<file path="src/ntl_pkg.sv">
// Shared types and constants for the top-N largest key tracker.
`timescale 1ns / 1ps
package ntl_pkg;

  // Number of kept entries (one cell each)
  localparam int unsigned Depth = 16;

  localparam int unsigned KeyW  = 32;
  localparam int unsigned PldW  = 32;
  localparam int unsigned RankW = 4;

  // Operation codes
  localparam logic OP_INSERT = 1'b0;
  localparam logic OP_READ   = 1'b1;

  // Input transaction
  typedef struct packed {
    logic                    operation;
    logic signed [KeyW-1:0]  key;
    logic        [PldW-1:0]  payload;
    logic        [RankW-1:0] rank;
  } ntl_req_t;

  // Result transaction
  typedef struct packed {
    logic                   accepted;
    logic signed [KeyW-1:0] key_out;
    logic        [PldW-1:0] payload_out;
  } ntl_rsp_t;

  // One stored entry
  typedef struct packed {
    logic signed [KeyW-1:0] key;
    logic        [PldW-1:0] payload;
  } ntl_entry_t;

  // Broadcast from the top level to every cell
  typedef struct packed {
    logic                   insert;
    logic signed [KeyW-1:0] key;
    logic        [PldW-1:0] payload;
  } ntl_bcast_t;

  // Reset value of an entry: key -1, payload all ones
  localparam ntl_entry_t EntryReset = '{key: '1, payload: '1};

endpackage

</file>
<file path="src/top_n_largest_tracker.sv">
// Top level: chain of sorted cells, rank read mux and result register.
//   Result: the strobe rises in the cycle after the transaction is taken.
//   Throughput: one transaction per cycle; busy stays low, as each cell
//   compares and shifts in the same cycle the transaction is taken.
//   Reset: all entries return to key -1 and payload all ones at once.
//   The receiver cannot stall; each result shows for a single cycle.
`timescale 1ns / 1ps
module top_n_largest_tracker (
  input  logic             clk_i,
  input  logic             rst_ni,
  input  logic             start,
  output logic             busy,
  input  ntl_pkg::ntl_req_t req_i,
  output logic             done_o,
  output ntl_pkg::ntl_rsp_t rsp_o
);
  import ntl_pkg::*;

  ntl_bcast_t bcast;
  ntl_entry_t entries [Depth];
  logic       le      [Depth];
  logic       take;
  ntl_rsp_t   rsp_d, rsp_q;
  logic       done_q;

  assign busy = 1'b0;
  assign take = start && !busy;

  // Broadcast the insert to every cell; kept only if the smallest entry is not above it
  always_comb begin
    bcast.insert  = take && (req_i.operation == OP_INSERT);
    bcast.key     = req_i.key;
    bcast.payload = req_i.payload;
  end

  // Cell chain; the top cell has no upper neighbor
  for (genvar g = 0; g < Depth; g++) begin : g_cell
    ntl_entry_t up_entry;
    logic       up_le;
    if (g == Depth - 1) begin : g_last
      assign up_entry = EntryReset;
      assign up_le    = 1'b0;
    end else begin : g_mid
      assign up_entry = entries[g+1];
      assign up_le    = le[g+1];
    end
    ntl_cell u_cell (
      .clk_i      (clk_i),
      .rst_ni     (rst_ni),
      .bcast_i    (bcast),
      .up_entry_i (up_entry),
      .up_le_i    (up_le),
      .entry_o    (entries[g]),
      .le_o       (le[g])
    );
  end

  // Result: rank select for reads, accept flag for inserts
  always_comb begin
    rsp_d = '0;
    if (req_i.operation == OP_READ) begin
      for (int i = 0; i < Depth; i++) begin
        if (32'(req_i.rank) == 32'(i)) begin
          rsp_d.key_out     = entries[i].key;
          rsp_d.payload_out = entries[i].payload;
        end
      end
    end else begin
      rsp_d.accepted = le[0];
    end
  end

  always_ff @(posedge clk_i or negedge rst_ni) begin
    if (!rst_ni) begin
      done_q <= 1'b0;
    end else begin
      done_q <= take;
    end
  end

  always_ff @(posedge clk_i) begin
    if (take) begin
      rsp_q <= rsp_d;
    end
  end

  assign done_o = done_q;
  assign rsp_o  = rsp_q;

endmodule

</file>
<file path="src/ntl_cell.sv">
// One cell of the sorted chain: holds one entry and compares it with the new key.
`timescale 1ns / 1ps
module ntl_cell (
  input  logic               clk_i,
  input  logic               rst_ni,
  input  ntl_pkg::ntl_bcast_t bcast_i,
  input  ntl_pkg::ntl_entry_t up_entry_i,
  input  logic               up_le_i,
  output ntl_pkg::ntl_entry_t entry_o,
  output logic               le_o
);
  import ntl_pkg::*;

  ntl_entry_t entry_q, entry_d;

  // Kept key is not above the new key
  assign le_o = ($signed(entry_q.key) <= $signed(bcast_i.key));

  // Shift down from the upper neighbor, or take the new entry at the boundary
  always_comb begin
    entry_d = entry_q;
    if (bcast_i.insert && le_o) begin
      if (up_le_i) begin
        entry_d = up_entry_i;
      end else begin
        entry_d.key     = bcast_i.key;
        entry_d.payload = bcast_i.payload;
      end
    end
  end

  always_ff @(posedge clk_i or negedge rst_ni) begin
    if (!rst_ni) begin
      entry_q <= EntryReset;
    end else begin
      entry_q <= entry_d;
    end
  end

  assign entry_o = entry_q;

endmodule

</file>
<file path="config.mk">
export PLATFORM = sky130hd
export DESIGN_NAME = top_n_largest_tracker
export DESIGN_NICKNAME = d
export VERILOG_FILES = /design/src/ntl_pkg.sv /design/src/top_n_largest_tracker.sv /design/src/ntl_cell.sv
export SDC_FILE = /design/constraint.sdc
export NUM_CORES = 2
export LEC_CHECK = 0
export BUFFER_PORTS_ARGS = -buffer_cell sky130_fd_sc_hd__buf_2
export CAP_MARGIN = 0
export CELL_PAD_IN_SITES_DETAIL_PLACEMENT = 1
export CELL_PAD_IN_SITES_GLOBAL_PLACEMENT = 1
export CORE_MARGIN = 2
export CORE_UTILIZATION = 56
export DETAILED_ROUTE_END_ITERATION = 10
export PLACE_DENSITY_LB_ADDON = 0.05
export SYNTH_ARGS = -nofsm -noshare
export SYNTH_HDL_FRONTEND = slang
export SYNTH_HIERARCHICAL = 1
export SYNTH_SLANG_ARGS = --single-unit
</file>
<file path="constraint.sdc">
create_clock -name clk_i -period 6.3 [get_ports clk_i]
set_input_delay 0.315 -clock clk_i [delete_from_list [all_inputs] [get_ports clk_i]]
set_output_delay 0.315 -clock clk_i [all_outputs]
set_load 0.01 [all_outputs]
</file>
Yosys cells after proc, flatten, opt, wreduce, memory -nomap -nowiden
Cells that the tools add are included.
{"block": "totals", "out_inout_bits": 67, "regBits": 1090, "input_bits": 72, "wordCells": 117}
{"block": "classes", "eq_ne": 15, "muxes": 31, "bitwise": 1, "n_lt_le_gt_ge": 16, "n_reduce_logical": 18}
{"cell": "2-to-1 mux 64 bit", "count": 31}
{"cell": "<= comparator 32 bit", "count": 16}
{"cell": "== test 4 bit, second input constant", "count": 8}
{"cell": "logical AND 1 bit", "count": 17}
{"cell": "== test 4 x 3 -> 1 bit, second input constant", "count": 4}
{"cell": "== test 4 x 2 -> 1 bit, second input constant", "count": 2}
{"cell": "== test 4 x 1 -> 1 bit, second input constant", "count": 1}
{"cell": "logical NOT 4 bit", "count": 1}
{"cell": "NOT 1 bit", "count": 1}

Longest topological paths before layout
{"block": "logic_depth", "depth_word": 17, "mapped_depth": 15, "depth_no_buf": 12}

By module
The synthesis kept the hierarchy.
{"module": "ntl_cell", "n_inst": 16, "seq_area_each_um2": 1681.6, "area_each_um2": 4232.8, "cells_each": 359}
{"module": "top_n_largest_tracker", "n_inst": 1, "seq_area_each_um2": 1976.9, "area_each_um2": 12568.3, "cells_each": 1684}

Worst setup path after synthesis
OpenSTA, ideal clock, no wires.
{"block": "synth_timing", "path_type": "reg-to-reg", "from": "register g_cell[14].u_cell.entry_q, in the netlist g_cell[14].u_cell/entry_o[46]", "to": "register g_cell[13].u_cell.entry_q, in the netlist g_cell[13].u_cell/entry_o[0]", "period_less_slack_ns": 3.165, "slack_ns": 3.135, "path_stages_with_launch": 13, "setup_time_ns": 0.082, "t_arrival_ns": 3.083, "path_cell_list": "dfstp_2 -> ha_1 -> a21oi_1 -> nand2_1 -> a21o_1 -> o41a_1 -> nor3_2 -> xor2_1 -> nand2_1 -> clkbuf_1 -> clkbuf_1 -> mux2_2 -> mux2_4"}
{"block": "synth_between", "elab_chain_len": 2}
{"item": "start: declaration", "line": "ntl_cell.sv:14", "text": "ntl_entry_t entry_q, entry_d;"}
{"item": "start signal: assignment", "line": "ntl_cell.sv:34", "text": "entry_q <= EntryReset;"}
{"item": "start signal: assignment", "line": "ntl_cell.sv:36", "text": "entry_q <= entry_d;"}
{"item": "<= comparator 32 bit", "line": "ntl_cell.sv:17", "text": "assign le_o = ($signed(entry_q.key) <= $signed(bcast_i.key));"}
{"item": "via g_cell[13].up_le", "line": "top_n_largest_tracker.sv:39", "text": "logic up_le;"}
{"item": "2-to-1 mux 64 bit", "line": "ntl_cell.sv:23", "text": "if (up_le_i) begin"}
{"item": "end signal: assignment", "line": "ntl_cell.sv:34"}
{"item": "end signal: assignment", "line": "ntl_cell.sv:36"}
{"item": "end: declaration", "line": "ntl_cell.sv:14"}
The timed path passes the listed nets, and every way through them passes these cells.
A chain may end at the register's enable or synchronous reset.

Worst setup path after layout
{"block": "layout_timing", "from": "register g_cell[13].u_cell.entry_q, in the netlist g_cell[13].u_cell/entry_o[63]", "to": "register g_cell[12].u_cell.entry_q, in the netlist g_cell[12].u_cell/entry_o[51]"}
{"block": "layout_between", "elab_chain_len": 2}
{"item": "<= comparator 32 bit", "line": "ntl_cell.sv:17"}
{"item": "via g_cell[12].up_le", "line": "top_n_largest_tracker.sv:39"}
{"item": "2-to-1 mux 64 bit", "line": "ntl_cell.sv:23"}
{"item": "end signal: assignment", "line": "ntl_cell.sv:34"}
{"item": "end signal: assignment", "line": "ntl_cell.sv:36"}
{"item": "end: declaration", "line": "ntl_cell.sv:14"}
The timed path passes the listed nets, and every way through them passes these cells.

==> results.ini <==
[status]
status=finished with violations
failed_checks=negative hold slack

[cts]
clock_path_buffers=3
post_cts_buffers=0
clk_pin_slew_ps=60
ctsHoldBuffers=0
clock_sinks=1090
htree_levels=4
insertion_delay_ps=810
cts_buffers=135
cts_root_buffer=clkbuf_16
cts_tree=built
cts_resized=0

[synth]
synth-xor-area-share_pct=0.175
synth_compound_area_share_pct=13.2
avgSynthCellArea_sq_um=10.8
ys_seq_area_share_pct=36.0
synthesis.area_sq_um=80300
synthAdderAreaFrac_pct=7.98
synthMuxAreaShare_pct=28.8
synth_edf_count=65
postSynth.asyncResetShare_pct=94.0
ys_ff_latch=1090
synth_top_family_by_area=multiplexers
yosysWarnings=6
syn_inst=7428
synth_ff_type=dfstp_2
synth-simple-area-share_pct=7.88
synth_cell_types=82

[critical_path]
cp.buffers_inverters=1
critPathRequiredTime_ps=7010
ff2ff_path_depth=10
end_kind=flip-flop
timing.rr.end=g_cell[12].u_cell/entry_o[51]$_DFFE_PN1P_
critPathKind=flip-flop to flip-flop
start_kind=flip-flop
critPathMaxFanout=55
slowest_delay_ps=840
cp_slowest_cell=nor4_1
arrival_ps=5210
rr_startpoint=g_cell[13].u_cell/entry_o[63]$_DFFE_PN1P_
crit_chain=ha_1, nand4_1, nor4_1, o41a_1, nor3_2, xor2_1, nand2_4, buf_4, o21ai_0, mux2_4
crit_family=simple AND/OR/NAND/NOR gates
r2r_slack_ps=1800

[sta]
fin_hold_ws_ps=-28.4
relSlewSlack_pct=16.3
setup_viol=0
finClkSkew_ps=32.9
tightest_slew_ps=1230
fin_tns_setup_ps=0
final_max_slew_viol_count=0
hold_violations=5
fin_crit_ps=4500
min_period_over_period_pct=71.4
rsz0062_at_grt=no
timing.fmax_mhz=222

[detailed_routing]
vias=63400
drt-wirelength-per-cell_um=31.7
vias_per_cell=6.71
drt-total-wl_mm=300
firstDrtPassIters=6
drc=0
drt_iter0_markers=5863
drtAntennaViolNets=0

[pwr]
vdd_ir_drop_max_uv=530
p_leak_nw=37.9
p_per_area_nw_per_um2=593

[cells_and_area]
nets=8035
instances_no_fill=9455
layout_common_cells=dfstp_2 (1024), mux2_4 (944), nand2_1 (740)
drive_gt1_share_pct=42.3
area_growth_pct=8.75
fillers=14900
final_common_cell=dfstp_2
multi_input_area_sq_um=47000
ff_latch_area_sq_um=28900

[global_routing]
grt_overflow_total=0
grt_max_degree=160
grtUsageTotal_pct=40.2
grt_pass1_wl_mm=442
grt_pass1_vias=65900
antenna_found_initial=9

[die]
placeableCoreArea_sq_um=142000
start_util_pct=56.6
rows=138
io_pins=139
dieArea_sq_um=146000
die_height_um=383
die_w_um=383

[place]
portBuffers=137
post-place-cells=9204
hpwl_mm=205
gp_congestion=0.927

[run]
drv_cap=0

[min_path]
hold_class=input pin to asynchronous set/reset pin

## metrics by stage
stage	power, W	hold slack (ps)	area, sq um	util [%]	worst slack (ps)
floorplan	0.0348	19.4	80500	-	3130
global placement	0.0409	495	82500	58.2	1590
detailed placement	0.0422	512	82500	58.2	1390
CTS	0.0512	7.33	87300	61.5	1860
global route	0.0541	21.9	87300	61.5	1780
finish	0.0518	-28.4	87300	61.5	1800
## cells in the mapped netlist, types with 60 or more instances
cell type	n	share of area, %
inv_1	515	2.4
nand3_1	124	0.77
a21o_1	68	0.64
mux2i_1	175	2.2
mux2_4	944	18
nand2_1	756	3.5
edfxtp_1	65	2.4
dfstp_2	1024	34
a31oi_1	83	0.65
mux2_2	600	8.4
a211oi_1	77	0.72
a21oi_1	304	1.9
o22ai_1	64	0.50
buf_2	78	0.49
ha_1	512	8.0
o21ai_0	710	4.4
buf_1	60	0.28
o221ai_1	90	0.98
nor2b_1	67	0.52
nand4_1	113	0.88
buf_6	114	1.6
nor2_1	130	0.61
clkbuf_1	199	0.93
## cell type report
cell class | count | share of cell area [%]
Tap cell | 1890 | 2.71
Clock buffer | 194 | 4.54
Clock inverter | 51 | 0.914
Sequential cell | 1090 | 33.1
Timing Repair Buffer | 304 | 2.67
Inverter | 518 | 2.23
Multi-Input combinational cell | 5402 | 53.8
Antenna cell | 6 | 0.0172
## power by group
part           switching, W  total (W)  leakage, nW  internal (W)
clock               0.00338    0.00854         2.35       0.00516
combinational        0.0132     0.0263         24.2        0.0131
sequential          0.00404     0.0170         11.4        0.0129
total                0.0206     0.0518         37.9        0.0311
## how the worst max path moves through the flow
| stage | startpoint | endpoint | slack [ps] | cells past startpoint |
|---|---|---|---|---|
| after global routing | g_cell[13].u_cell/entry_o[63]$_DFFE_PN1P_ | g_cell[12].u_cell/entry_o[51]$_DFFE_PN1P_ | 1780 | 10 |
| after floorplan | g_cell[14].u_cell/entry_o[46]$_DFFE_PN1P_ | g_cell[13].u_cell/entry_o[0]$_DFFE_PN1P_ | 3130 | 12 |
| after detailed placement | req_i[67] | g_cell[12].u_cell/entry_o[51]$_DFFE_PN1P_ | 1390 | 12 |
| after global placement | req_i[67] | g_cell[12].u_cell/entry_o[55]$_DFFE_PN1P_ | 1590 | 12 |
| after CTS | g_cell[13].u_cell/entry_o[63]$_DFFE_PN1P_ | g_cell[12].u_cell/entry_o[51]$_DFFE_PN1P_ | 1860 | 10 |
| final | g_cell[13].u_cell/entry_o[63]$_DFFE_PN1P_ | g_cell[12].u_cell/entry_o[51]$_DFFE_PN1P_ | 1800 | 10 |
## state kept, by name (all words and copies together), names as in the netlist
signal,flops
g_cell.u_cell/entry_o,1024
rsp_o,65
done_o,1
## per-layer routing
layer  up-vias  GRT usage, %  share of wire, %
met5         -             0             0.015
li1      27100             -                 -
met3       641          8.70               8.5
met4         8          16.2               4.1
met2      2744          60.6                44
met1     32900          56.0                44
## kinds of logic after synthesis
kind of cell | count (synthesis)
compound gates | 1705
xor+xnor | 16
fa+ha+maj | 512
buf+inv | 1000
flops | 1090
mux | 1738
other cells | 2
simple gates | 1365
No activity file was read; power rests on OpenSTA's default activity.
